File: src/rtl/core/fcfs_pkg.sv
// ----------------------------------------------------------------------------
// fcfs_pkg
// Shared widths, record types and controller/datapath links for the
// first-come-first-served wait and turnaround calculator.
// ----------------------------------------------------------------------------
package fcfs_pkg;

    localparam int ID_W   = 8;
    localparam int TIME_W = 16;
    localparam int WAIT_W = 24;
    localparam int SUM_W  = 30;

    typedef struct packed {
        logic [ID_W-1:0]   id;
        logic [TIME_W-1:0] arrival;
        logic [TIME_W-1:0] burst;
    } entry_t;

    localparam int ENTRY_W = $bits(entry_t);

    typedef struct packed {
        logic [ID_W-1:0]   served_id;
        logic [TIME_W-1:0] served_arrival;
        logic [TIME_W-1:0] served_burst;
        logic [WAIT_W-1:0] wait_time;
        logic [WAIT_W-1:0] turnaround_time;
        logic [SUM_W-1:0]  total_wait;
        logic [SUM_W-1:0]  total_turnaround;
        logic              overflow_flag;
        logic              last_result;
    } result_t;

    typedef struct packed {
        logic capture;
        logic set_dropped;
        logic pos_init;
        logic rd_prev;
        logic wr_shift;
        logic wr_item;
        logic pass_init;
        logic rd_idx;
        logic emit;
    } cmd_t;

    typedef struct packed {
        logic full;
        logic item_last;
        logic pos_zero;
        logic shift_needed;
        logic out_free;
        logic pass_last;
    } status_t;

endpackage

File: src/rtl/core/fcfs_in_if.sv
// ----------------------------------------------------------------------------
// fcfs_in_if
// Request channel carrying one process description per transfer.
// ----------------------------------------------------------------------------
interface fcfs_in_if import fcfs_pkg::*; ();

    logic              valid;
    logic              ready;
    logic [ID_W-1:0]   process_id;
    logic [TIME_W-1:0] arrival_time;
    logic [TIME_W-1:0] burst_time;
    logic              last_item;

    modport source (
        output valid, process_id, arrival_time, burst_time, last_item,
        input  ready
    );

    modport sink (
        input  valid, process_id, arrival_time, burst_time, last_item,
        output ready
    );

endinterface

File: src/rtl/core/fcfs_out_if.sv
// ----------------------------------------------------------------------------
// fcfs_out_if
// Result channel carrying one served process record per transfer.
// ----------------------------------------------------------------------------
interface fcfs_out_if import fcfs_pkg::*; ();

    logic              valid;
    logic              ready;
    logic [ID_W-1:0]   served_id;
    logic [TIME_W-1:0] served_arrival;
    logic [TIME_W-1:0] served_burst;
    logic [WAIT_W-1:0] wait_time;
    logic [WAIT_W-1:0] turnaround_time;
    logic [SUM_W-1:0]  total_wait;
    logic [SUM_W-1:0]  total_turnaround;
    logic              overflow_flag;
    logic              last_result;

    modport source (
        output valid, served_id, served_arrival, served_burst, wait_time,
               turnaround_time, total_wait, total_turnaround, overflow_flag,
               last_result,
        input  ready
    );

    modport sink (
        input  valid, served_id, served_arrival, served_burst, wait_time,
               turnaround_time, total_wait, total_turnaround, overflow_flag,
               last_result,
        output ready
    );

endinterface

File: src/rtl/core/fcfs_ram.sv
// ----------------------------------------------------------------------------
// fcfs_ram
// Generic single-write, single-read RAM with a registered read port.
// ----------------------------------------------------------------------------
module fcfs_ram #(
    parameter int WIDTH = 40,
    parameter int DEPTH = 32
) (
    input  logic                     clk,
    input  logic                     we,
    input  logic [$clog2(DEPTH)-1:0] waddr,
    input  logic [WIDTH-1:0]         wdata,
    input  logic                     re,
    input  logic [$clog2(DEPTH)-1:0] raddr,
    output logic [WIDTH-1:0]         rdata
);

    logic [WIDTH-1:0] mem [DEPTH];
    logic [WIDTH-1:0] rdata_reg;

    always_ff @(posedge clk)
    begin
        if (we)
        begin
            mem[waddr] <= wdata;
        end
        if (re)
        begin
            rdata_reg <= mem[raddr];
        end
    end

    assign rdata = rdata_reg;

endmodule

File: src/rtl/core/fcfs_ctrl.sv
// ----------------------------------------------------------------------------
// fcfs_ctrl
// Sequencer for ordered insertion of loads and the serving pass.
// ----------------------------------------------------------------------------
module fcfs_ctrl import fcfs_pkg::*; (
    input  logic    clk,
    input  logic    rst_n,
    input  logic    in_valid,
    output logic    in_ready,
    input  status_t status,
    output cmd_t    cmd
);

    typedef enum logic [2:0] {
        IDLE,
        LOAD_CHECK,
        INS_PROBE,
        INS_CMP,
        INS_PLACE,
        PASS_START,
        PASS_READ,
        PASS_CALC
    } state_t;

    state_t state_reg;
    state_t state_next;

    assign in_ready = (state_reg == IDLE);

    always_comb
    begin
        state_next = state_reg;
        cmd        = '0;
        case (state_reg)
            IDLE:
            begin
                if (in_valid)
                begin
                    cmd.capture = 1'b1;
                    state_next  = LOAD_CHECK;
                end
            end
            LOAD_CHECK:
            begin
                if (status.full)
                begin
                    cmd.set_dropped = 1'b1;
                    state_next      = status.item_last ? PASS_START : IDLE;
                end
                else
                begin
                    cmd.pos_init = 1'b1;
                    state_next   = INS_PROBE;
                end
            end
            INS_PROBE:
            begin
                if (status.pos_zero)
                begin
                    state_next = INS_PLACE;
                end
                else
                begin
                    cmd.rd_prev = 1'b1;
                    state_next  = INS_CMP;
                end
            end
            INS_CMP:
            begin
                if (status.shift_needed)
                begin
                    cmd.wr_shift = 1'b1;
                    state_next   = INS_PROBE;
                end
                else
                begin
                    state_next = INS_PLACE;
                end
            end
            INS_PLACE:
            begin
                cmd.wr_item = 1'b1;
                state_next  = status.item_last ? PASS_START : IDLE;
            end
            PASS_START:
            begin
                cmd.pass_init = 1'b1;
                state_next    = PASS_READ;
            end
            PASS_READ:
            begin
                cmd.rd_idx = 1'b1;
                state_next = PASS_CALC;
            end
            PASS_CALC:
            begin
                if (status.out_free)
                begin
                    cmd.emit   = 1'b1;
                    state_next = status.pass_last ? IDLE : PASS_READ;
                end
            end
            default:
            begin
                state_next = IDLE;
            end
        endcase
    end

    always_ff @(posedge clk or negedge rst_n)
    begin
        if (!rst_n)
        begin
            state_reg <= IDLE;
        end
        else
        begin
            state_reg <= state_next;
        end
    end

endmodule

File: src/rtl/core/fcfs_dp.sv
// ----------------------------------------------------------------------------
// fcfs_dp
// Process table, insertion pointer, serving arithmetic and result register.
// ----------------------------------------------------------------------------
module fcfs_dp import fcfs_pkg::*; #(
    parameter int MAX_PROCESSES = 32
) (
    input  logic              clk,
    input  logic              rst_n,
    input  logic [ID_W-1:0]   process_id,
    input  logic [TIME_W-1:0] arrival_time,
    input  logic [TIME_W-1:0] burst_time,
    input  logic              last_item,
    input  cmd_t              cmd,
    output status_t           status,
    output logic              out_valid,
    input  logic              out_ready,
    output result_t           result
);

    localparam int AW = $clog2(MAX_PROCESSES);
    localparam int CW = $clog2(MAX_PROCESSES + 1);

    entry_t              item_reg;
    logic                item_last_reg;
    logic [CW-1:0]       pos_reg;
    logic [CW-1:0]       pos_next;
    logic [CW-1:0]       count_reg;
    logic [CW-1:0]       count_next;
    logic                dropped_reg;
    logic                dropped_next;
    logic [AW-1:0]       idx_reg;
    logic [AW-1:0]       idx_next;
    logic [WAIT_W-1:0]   finish_reg;
    logic [WAIT_W-1:0]   finish_next;
    logic [SUM_W-1:0]    wsum_reg;
    logic [SUM_W-1:0]    wsum_next;
    logic [SUM_W-1:0]    tsum_reg;
    logic [SUM_W-1:0]    tsum_next;
    logic                out_valid_reg;
    logic                out_valid_next;
    result_t             result_reg;

    logic                ram_we;
    logic                ram_re;
    logic [AW-1:0]       ram_waddr;
    logic [AW-1:0]       ram_raddr;
    logic [ENTRY_W-1:0]  ram_wdata;
    logic [ENTRY_W-1:0]  ram_rdata;
    entry_t              rd_entry;
    logic [CW-1:0]       pos_m1;

    logic [WAIT_W-1:0]   arr_ext;
    logic [WAIT_W-1:0]   start_time;
    logic [WAIT_W-1:0]   wait_val;
    logic [WAIT_W:0]     tat_full;
    logic [WAIT_W-1:0]   tat_val;
    logic [WAIT_W:0]     fin_full;
    logic [WAIT_W-1:0]   fin_val;
    logic [SUM_W:0]      wsum_full;
    logic [SUM_W-1:0]    wsum_val;
    logic [SUM_W:0]      tsum_full;
    logic [SUM_W-1:0]    tsum_val;
    logic                pass_last;

    assign rd_entry = entry_t'(ram_rdata);
    assign pos_m1   = pos_reg - CW'(1);

    assign ram_we    = cmd.wr_shift | cmd.wr_item;
    assign ram_waddr = pos_reg[AW-1:0];
    assign ram_wdata = cmd.wr_shift ? ram_rdata : ENTRY_W'(item_reg);
    assign ram_re    = cmd.rd_prev | cmd.rd_idx;
    assign ram_raddr = cmd.rd_prev ? pos_m1[AW-1:0] : idx_reg;

    fcfs_ram #(
        .WIDTH (ENTRY_W),
        .DEPTH (MAX_PROCESSES)
    ) u_table (
        .clk   (clk),
        .we    (ram_we),
        .waddr (ram_waddr),
        .wdata (ram_wdata),
        .re    (ram_re),
        .raddr (ram_raddr),
        .rdata (ram_rdata)
    );

    assign arr_ext    = WAIT_W'(rd_entry.arrival);
    assign start_time = ((idx_reg == '0) || (finish_reg < arr_ext)) ? arr_ext : finish_reg;
    assign wait_val   = start_time - arr_ext;
    assign tat_full   = {1'b0, wait_val} + (WAIT_W + 1)'(rd_entry.burst);
    assign tat_val    = tat_full[WAIT_W] ? '1 : tat_full[WAIT_W-1:0];
    assign fin_full   = {1'b0, start_time} + (WAIT_W + 1)'(rd_entry.burst);
    assign fin_val    = fin_full[WAIT_W] ? '1 : fin_full[WAIT_W-1:0];
    assign wsum_full  = {1'b0, wsum_reg} + (SUM_W + 1)'(wait_val);
    assign wsum_val   = wsum_full[SUM_W] ? '1 : wsum_full[SUM_W-1:0];
    assign tsum_full  = {1'b0, tsum_reg} + (SUM_W + 1)'(tat_val);
    assign tsum_val   = tsum_full[SUM_W] ? '1 : tsum_full[SUM_W-1:0];
    assign pass_last  = ((CW'(idx_reg) + CW'(1)) == count_reg);

    assign status.full         = (count_reg == CW'(MAX_PROCESSES));
    assign status.item_last    = item_last_reg;
    assign status.pos_zero     = (pos_reg == '0);
    assign status.shift_needed = (rd_entry.arrival > item_reg.arrival) ||
                                 ((rd_entry.arrival == item_reg.arrival) &&
                                  (rd_entry.id > item_reg.id));
    assign status.out_free     = !out_valid_reg || out_ready;
    assign status.pass_last    = pass_last;

    always_comb
    begin
        pos_next       = pos_reg;
        count_next     = count_reg;
        dropped_next   = dropped_reg;
        idx_next       = idx_reg;
        finish_next    = finish_reg;
        wsum_next      = wsum_reg;
        tsum_next      = tsum_reg;
        out_valid_next = out_valid_reg;

        if (out_valid_reg && out_ready)
        begin
            out_valid_next = 1'b0;
        end
        if (cmd.set_dropped)
        begin
            dropped_next = 1'b1;
        end
        if (cmd.pos_init)
        begin
            pos_next = count_reg;
        end
        if (cmd.wr_shift)
        begin
            pos_next = pos_m1;
        end
        if (cmd.wr_item)
        begin
            count_next = count_reg + CW'(1);
        end
        if (cmd.pass_init)
        begin
            idx_next = '0;
        end
        if (cmd.emit)
        begin
            out_valid_next = 1'b1;
            if (pass_last)
            begin
                count_next   = '0;
                dropped_next = 1'b0;
                finish_next  = '0;
                wsum_next    = '0;
                tsum_next    = '0;
            end
            else
            begin
                idx_next    = idx_reg + AW'(1);
                finish_next = fin_val;
                wsum_next   = wsum_val;
                tsum_next   = tsum_val;
            end
        end
    end

    always_ff @(posedge clk or negedge rst_n)
    begin
        if (!rst_n)
        begin
            pos_reg       <= '0;
            count_reg     <= '0;
            dropped_reg   <= 1'b0;
            idx_reg       <= '0;
            finish_reg    <= '0;
            wsum_reg      <= '0;
            tsum_reg      <= '0;
            out_valid_reg <= 1'b0;
            item_last_reg <= 1'b0;
        end
        else
        begin
            pos_reg       <= pos_next;
            count_reg     <= count_next;
            dropped_reg   <= dropped_next;
            idx_reg       <= idx_next;
            finish_reg    <= finish_next;
            wsum_reg      <= wsum_next;
            tsum_reg      <= tsum_next;
            out_valid_reg <= out_valid_next;
            if (cmd.capture)
            begin
                item_last_reg <= last_item;
            end
        end
    end

    always_ff @(posedge clk)
    begin
        if (cmd.capture)
        begin
            item_reg.id      <= process_id;
            item_reg.arrival <= arrival_time;
            item_reg.burst   <= burst_time;
        end
        if (cmd.emit)
        begin
            result_reg.served_id        <= rd_entry.id;
            result_reg.served_arrival   <= rd_entry.arrival;
            result_reg.served_burst     <= rd_entry.burst;
            result_reg.wait_time        <= wait_val;
            result_reg.turnaround_time  <= tat_val;
            result_reg.total_wait       <= wsum_val;
            result_reg.total_turnaround <= tsum_val;
            result_reg.overflow_flag    <= dropped_reg;
            result_reg.last_result      <= pass_last;
        end
    end

    assign out_valid = out_valid_reg;
    assign result    = result_reg;

endmodule

File: src/rtl/core/fcfs_wait_turnaround_calculator_unit.sv
// ----------------------------------------------------------------------------
// fcfs_wait_turnaround_calculator_unit
// First-come-first-served scheduler: loads processes into an arrival-ordered
// table and, on the last load, emits wait and turnaround figures per process.
// ----------------------------------------------------------------------------
// Loading: an accepted process is placed in arrival order, and each stored entry
// that must follow it moves up one slot; a load that finds the table full is
// dropped. No new process is accepted until the current load or pass finishes.
// The serving pass reads one table entry at a time through the registered RAM
// port and holds each result until the output channel takes it.
// Reset clears the counts, totals and drop marker; the table is not cleared.
module fcfs_wait_turnaround_calculator_unit import fcfs_pkg::*; #(
    parameter int MAX_PROCESSES = 32
) (
    input logic         clk,
    input logic         rst_n,
    fcfs_in_if.sink     proc_chan,
    fcfs_out_if.source  result_chan
);

    cmd_t    cmd;
    status_t status;
    result_t result;

    fcfs_ctrl u_ctrl (
        .clk      (clk),
        .rst_n    (rst_n),
        .in_valid (proc_chan.valid),
        .in_ready (proc_chan.ready),
        .status   (status),
        .cmd      (cmd)
    );

    fcfs_dp #(
        .MAX_PROCESSES (MAX_PROCESSES)
    ) u_dp (
        .clk          (clk),
        .rst_n        (rst_n),
        .process_id   (proc_chan.process_id),
        .arrival_time (proc_chan.arrival_time),
        .burst_time   (proc_chan.burst_time),
        .last_item    (proc_chan.last_item),
        .cmd          (cmd),
        .status       (status),
        .out_valid    (result_chan.valid),
        .out_ready    (result_chan.ready),
        .result       (result)
    );

    assign result_chan.served_id        = result.served_id;
    assign result_chan.served_arrival   = result.served_arrival;
    assign result_chan.served_burst     = result.served_burst;
    assign result_chan.wait_time        = result.wait_time;
    assign result_chan.turnaround_time  = result.turnaround_time;
    assign result_chan.total_wait       = result.total_wait;
    assign result_chan.total_turnaround = result.total_turnaround;
    assign result_chan.overflow_flag    = result.overflow_flag;
    assign result_chan.last_result      = result.last_result;

endmodule
File: src/flat_wrapper.sv
// flat-port wrapper written by rule: the top's interface ports become plain ports
module fcfs_wait_turnaround_calculator_unit_flat import fcfs_pkg::*;
#(
    parameter int MAX_PROCESSES = 32
)
  (clk, rst_n, proc_chan_valid, proc_chan_process_id, proc_chan_arrival_time, proc_chan_burst_time, proc_chan_last_item, proc_chan_ready, result_chan_valid, result_chan_served_id, result_chan_served_arrival, result_chan_served_burst, result_chan_wait_time, result_chan_turnaround_time, result_chan_total_wait, result_chan_total_turnaround, result_chan_overflow_flag, result_chan_last_result, result_chan_ready);
  fcfs_in_if proc_chan_i ();
  fcfs_out_if result_chan_i ();
  input logic clk;
  input logic rst_n;
  input wire logic [$bits(proc_chan_i.valid)-1:0] proc_chan_valid;
  input wire logic [$bits(proc_chan_i.process_id)-1:0] proc_chan_process_id;
  input wire logic [$bits(proc_chan_i.arrival_time)-1:0] proc_chan_arrival_time;
  input wire logic [$bits(proc_chan_i.burst_time)-1:0] proc_chan_burst_time;
  input wire logic [$bits(proc_chan_i.last_item)-1:0] proc_chan_last_item;
  output wire logic [$bits(proc_chan_i.ready)-1:0] proc_chan_ready;
  output wire logic [$bits(result_chan_i.valid)-1:0] result_chan_valid;
  output wire logic [$bits(result_chan_i.served_id)-1:0] result_chan_served_id;
  output wire logic [$bits(result_chan_i.served_arrival)-1:0] result_chan_served_arrival;
  output wire logic [$bits(result_chan_i.served_burst)-1:0] result_chan_served_burst;
  output wire logic [$bits(result_chan_i.wait_time)-1:0] result_chan_wait_time;
  output wire logic [$bits(result_chan_i.turnaround_time)-1:0] result_chan_turnaround_time;
  output wire logic [$bits(result_chan_i.total_wait)-1:0] result_chan_total_wait;
  output wire logic [$bits(result_chan_i.total_turnaround)-1:0] result_chan_total_turnaround;
  output wire logic [$bits(result_chan_i.overflow_flag)-1:0] result_chan_overflow_flag;
  output wire logic [$bits(result_chan_i.last_result)-1:0] result_chan_last_result;
  input wire logic [$bits(result_chan_i.ready)-1:0] result_chan_ready;
  assign proc_chan_i.valid = proc_chan_valid;
  assign proc_chan_i.process_id = proc_chan_process_id;
  assign proc_chan_i.arrival_time = proc_chan_arrival_time;
  assign proc_chan_i.burst_time = proc_chan_burst_time;
  assign proc_chan_i.last_item = proc_chan_last_item;
  assign proc_chan_ready = proc_chan_i.ready;
  assign result_chan_valid = result_chan_i.valid;
  assign result_chan_served_id = result_chan_i.served_id;
  assign result_chan_served_arrival = result_chan_i.served_arrival;
  assign result_chan_served_burst = result_chan_i.served_burst;
  assign result_chan_wait_time = result_chan_i.wait_time;
  assign result_chan_turnaround_time = result_chan_i.turnaround_time;
  assign result_chan_total_wait = result_chan_i.total_wait;
  assign result_chan_total_turnaround = result_chan_i.total_turnaround;
  assign result_chan_overflow_flag = result_chan_i.overflow_flag;
  assign result_chan_last_result = result_chan_i.last_result;
  assign result_chan_i.ready = result_chan_ready;
  fcfs_wait_turnaround_calculator_unit #(.MAX_PROCESSES(MAX_PROCESSES)) u_core (.clk(clk), .rst_n(rst_n), .proc_chan(proc_chan_i), .result_chan(result_chan_i));
endmodule
File: config.mk
export PLATFORM = sky130hd
export DESIGN_NAME = fcfs_wait_turnaround_calculator_unit_flat
export DESIGN_NICKNAME = d
export VERILOG_FILES = /design/src/rtl/core/fcfs_pkg.sv /design/src/rtl/core/fcfs_in_if.sv /design/src/rtl/core/fcfs_out_if.sv /design/src/rtl/core/fcfs_ram.sv /design/src/rtl/core/fcfs_ctrl.sv /design/src/rtl/core/fcfs_dp.sv /design/src/rtl/core/fcfs_wait_turnaround_calculator_unit.sv /design/src/flat_wrapper.sv
export SDC_FILE = /design/constraint.sdc
export NUM_CORES = 2
export LEC_CHECK = 0
export BUFFER_PORTS_ARGS = -buffer_cell sky130_fd_sc_hd__buf_2
export CAP_MARGIN = 40
export CORE_ASPECT_RATIO = 1.1
export CORE_MARGIN = 2
export CORE_UTILIZATION = 45
export DETAILED_ROUTE_END_ITERATION = 8
export SKIP_CTS_REPAIR_TIMING = 1
export SYNTH_ARGS = -nofsm -noshare
export SYNTH_HDL_FRONTEND = slang
export SYNTH_SLANG_ARGS = --single-unit
File: constraint.sdc
create_clock -name clk -period 17.4 [get_ports clk]
set_input_delay 0.87 -clock clk [delete_from_list [all_inputs] [get_ports clk]]
set_output_delay 0.87 -clock clk [all_outputs]
set_load 0.03 [all_outputs]
==> impl_metrics.py <==
metrics = {
    "grt": {
        "grt_pass1_vias": 36470,
        "antenna_found_initial": 5,
        "grt_pass1_wl_um": 265400,
        "track_usage_pct": 24.24,
        "grt_max_degree": 106,
        "grt_overflow": 0,
    },
    "finish": {
        "layout_common_cells": "edfxtp_1, mux4_2, nand2_1",
        "mostFrequentLayoutCell": "edfxtp_1",
        "design_area_mm2": 0.07736,
        "syn_to_final_growth_pct": 14.82,
        "final_cells": 6194,
        "finalNetCount": 4298,
        "largest_reg_flops": 1280,
        "drive_gt1_share_pct": 23.08,
        "fillers": 11760,
    },
    "sta": {
        "relSlewSlack_pct": 35.73,
        "hold_viol_final": 0,
        "setup_violations": 0,
        "finalCritPeriodShare_pct": 59.85,
        "fin_crit_ns": 10.41,
        "rsz0062_at_grt": "no",
        "fmax_ghz": 0.09602,
        "slew_violations": 0,
        "tightest_slew_ns": 0.9641,
        "clock_skew_ns": 0.03419,
        "fin_ws_ns": 6.985,
        "final.setup.tns_ns": 0,
    },
    "synthesis": {
        "synthesis.area_mm2": 0.06738,
        "synth_seq_area_share_pct": 71.27,
        "ys_dominant_reg_cell": "edfxtp_1",
        "async_flop_share_pct": 6.617,
        "synth_edf_count": 1510,
        "synth_area_per_cell_um2": 17.84,
        "ys_seq_elements": 1617,
        "syn_nets": 3969,
        "ys_warn_count": 0,
        "synth_cell_type_count": 80,
        "syn-instance-count": 3776,
    },
    "routing": {
        "routedWlPerCell_um": 29.97,
        "remaining_drc_errors": 0,
        "finalWirelength_um": 185700,
        "vias": 37420,
        "vias_per_cell": 6.042,
        "firstDrtPassIters": 6,
        "drt-initial-drc-count": 4091,
        "ant_nets": 0,
    },
    "clock_network": {
        "cts.clk_slew.worst_paths_ns": 0.07,
        "cts_tree": "built",
        "insertion_delay_ns": 0.81,
        "cts_max_level": 4,
        "clockBufferDepth": 3,
        "root_buffer": "clkbuf_16",
        "numCtsBuffers": 163,
        "cts_num_sinks": 1617,
    },
    "die": {
        "core_area_mm2": 0.1483,
        "io_pins": 197,
        "dieWidth_um": 372.9,
        "initial_core_util_pct": 45.42,
        "die-height_um": 409.8,
        "fp.dieArea_mm2": 0.1528,
        "rows": 148,
    },
    "placement": {
        "pre_cts_slack_ns": 7.148,
        "dp_cells": 5889,
        "place_area_mm2": 0.07214,
        "portBuffers": 196,
        "gp_congestion": 0.9107,
        "dpl.hpwl_um": 112100,
    },
    "critical_path": {
        "regToRegSetupSlack_ns": 6.99,
        "cp-start-kind": "flip-flop",
        "worstSetupPathType": "reg2reg",
        "cp_slowest_stage_delay_ns": 0.54,
        "cp_slowest_cell": "dfrtp_1",
        "end_kind": "flip-flop",
        "cp_max_fo": 33,
        "arrival_ns": 10.95,
        "crit_top_cell": "a21oi_1",
        "crit_required_ns": 17.93,
    },
    "job": {
        "cap_violations": 0,
    },
    "status": {
        "status": "complete, no violations",
    },
    "min_path": {
        "worstHoldPathType": "in2reg",
    },
}
==> worst max-delay path: cells and delay by family (launching register included) <==
family / cells / cell delay [ns]
compound gates: 14 / 3.68
fa+ha+maj: 5 / 1.55
buf+inv: 4 / 0.48
flops: 1 / 0.54
mux: 1 / 0.35
simple gates: 15 / 3.50
==> layout make-up <==
class	instances	area (µm²)	share of cell area [%]
Sequential cell	1617	48020	62.08
Multi-Input combinational cell	1907	18710	24.19
Clock buffer	204	4390	5.676
Timing Repair Buffer	335	2670	3.452
Tap cell	1950	2440	3.154
Clock inverter	98	808.3	1.045
Inverter	81	311.5	0.4027
Antenna cell	2	5.005	0.006470
==> path summary, 6_finish.rpt <==
kind / start / endpoint / cells after the start
setup reg to reg: u_core.u_dp.finish_reg[16] / u_core.u_dp.result[28] / 39
setup / recovery: u_core.u_dp.finish_reg[16] / u_core.u_dp.result[28] / 39
hold reg to reg: u_core.u_dp.dropped_reg / u_core.u_dp.result[1] / 0
min in group asynchronous: rst_n / u_core.u_dp.tsum_reg[24] / 2
hold / removal: proc_chan_burst_time[3] / u_core.u_dp.item_reg[3] / 1
max in group asynchronous: rst_n / u_core.u_dp.finish_reg[10] / 4
==> cells in the mapped netlist, drive strengths merged, types with 5 or more instances <==
master	count	area share, %
a211oi	23	0.26
a21o	42	0.47
a21oi	88	0.65
a221o	5	0.074
a221oi	41	0.53
a22o	48	0.62
a311oi	6	0.078
a31oi	12	0.11
a32o	43	0.64
a41oi	5	0.065
and2	8	0.074
and3	17	0.16
and4	5	0.065
buf	63	0.45
clkbuf	108	0.60
dfrtp	107	4.0
edfxtp	1510	67
fa	5	0.15
ha	143	2.7
inv	81	0.45
mux2	22	0.37
mux2i	125	1.9
mux4	320	11
nand2	265	1.5
nand2b	25	0.23
nand3	35	0.27
nand3b	7	0.078
nand4	15	0.14
nor2	138	0.77
nor2b	20	0.19
nor3	46	0.34
nor3b	5	0.056
nor4	5	0.046
o211ai	8	0.089
o21a	35	0.39
o21ai	145	1.1
o21bai	11	0.12
o31ai	12	0.13
or2	10	0.093
or3	13	0.14
xnor2	52	0.68
xor2	40	0.52
==> logic make-up after synthesis <==
group / after synthesis / synth area share, %
buffers and inverters: 252 / 1.502
AOI/OAI and AO/OA: 576 / 6.048
xor gates and xnor gates: 92 / 1.196
and+or+nand+nor: 624 / 4.254
DFF: 1617 / 71.27
muxes: 467 / 12.92
adders and majority gates: 148 / 2.804
==> routing by layer <==
metal,GRT usage (%),routed length [µm],vias to the layer above
li1,-,-,15930
met5,0,20,-
met3,3.673,12750,297
met1,33.74,77340,19640
met2,38.88,88830,1551
met4,9.069,6724,4
==> through the flow <==
stage / hold WS, ns / util, %
after global routing: 0.2086 / 52.15
after floorplan: 0.4257 / -
after detailed placement: 0.4486 / 48.64
final: 0.2413 / 52.15
after CTS: -0.1320 / 52.14
after global placement: 0.4437 / 48.00
Power is left out: the tool's default activity adds up to more than one toggle a clock period on the data nets, which glitch-free logic cannot reach.
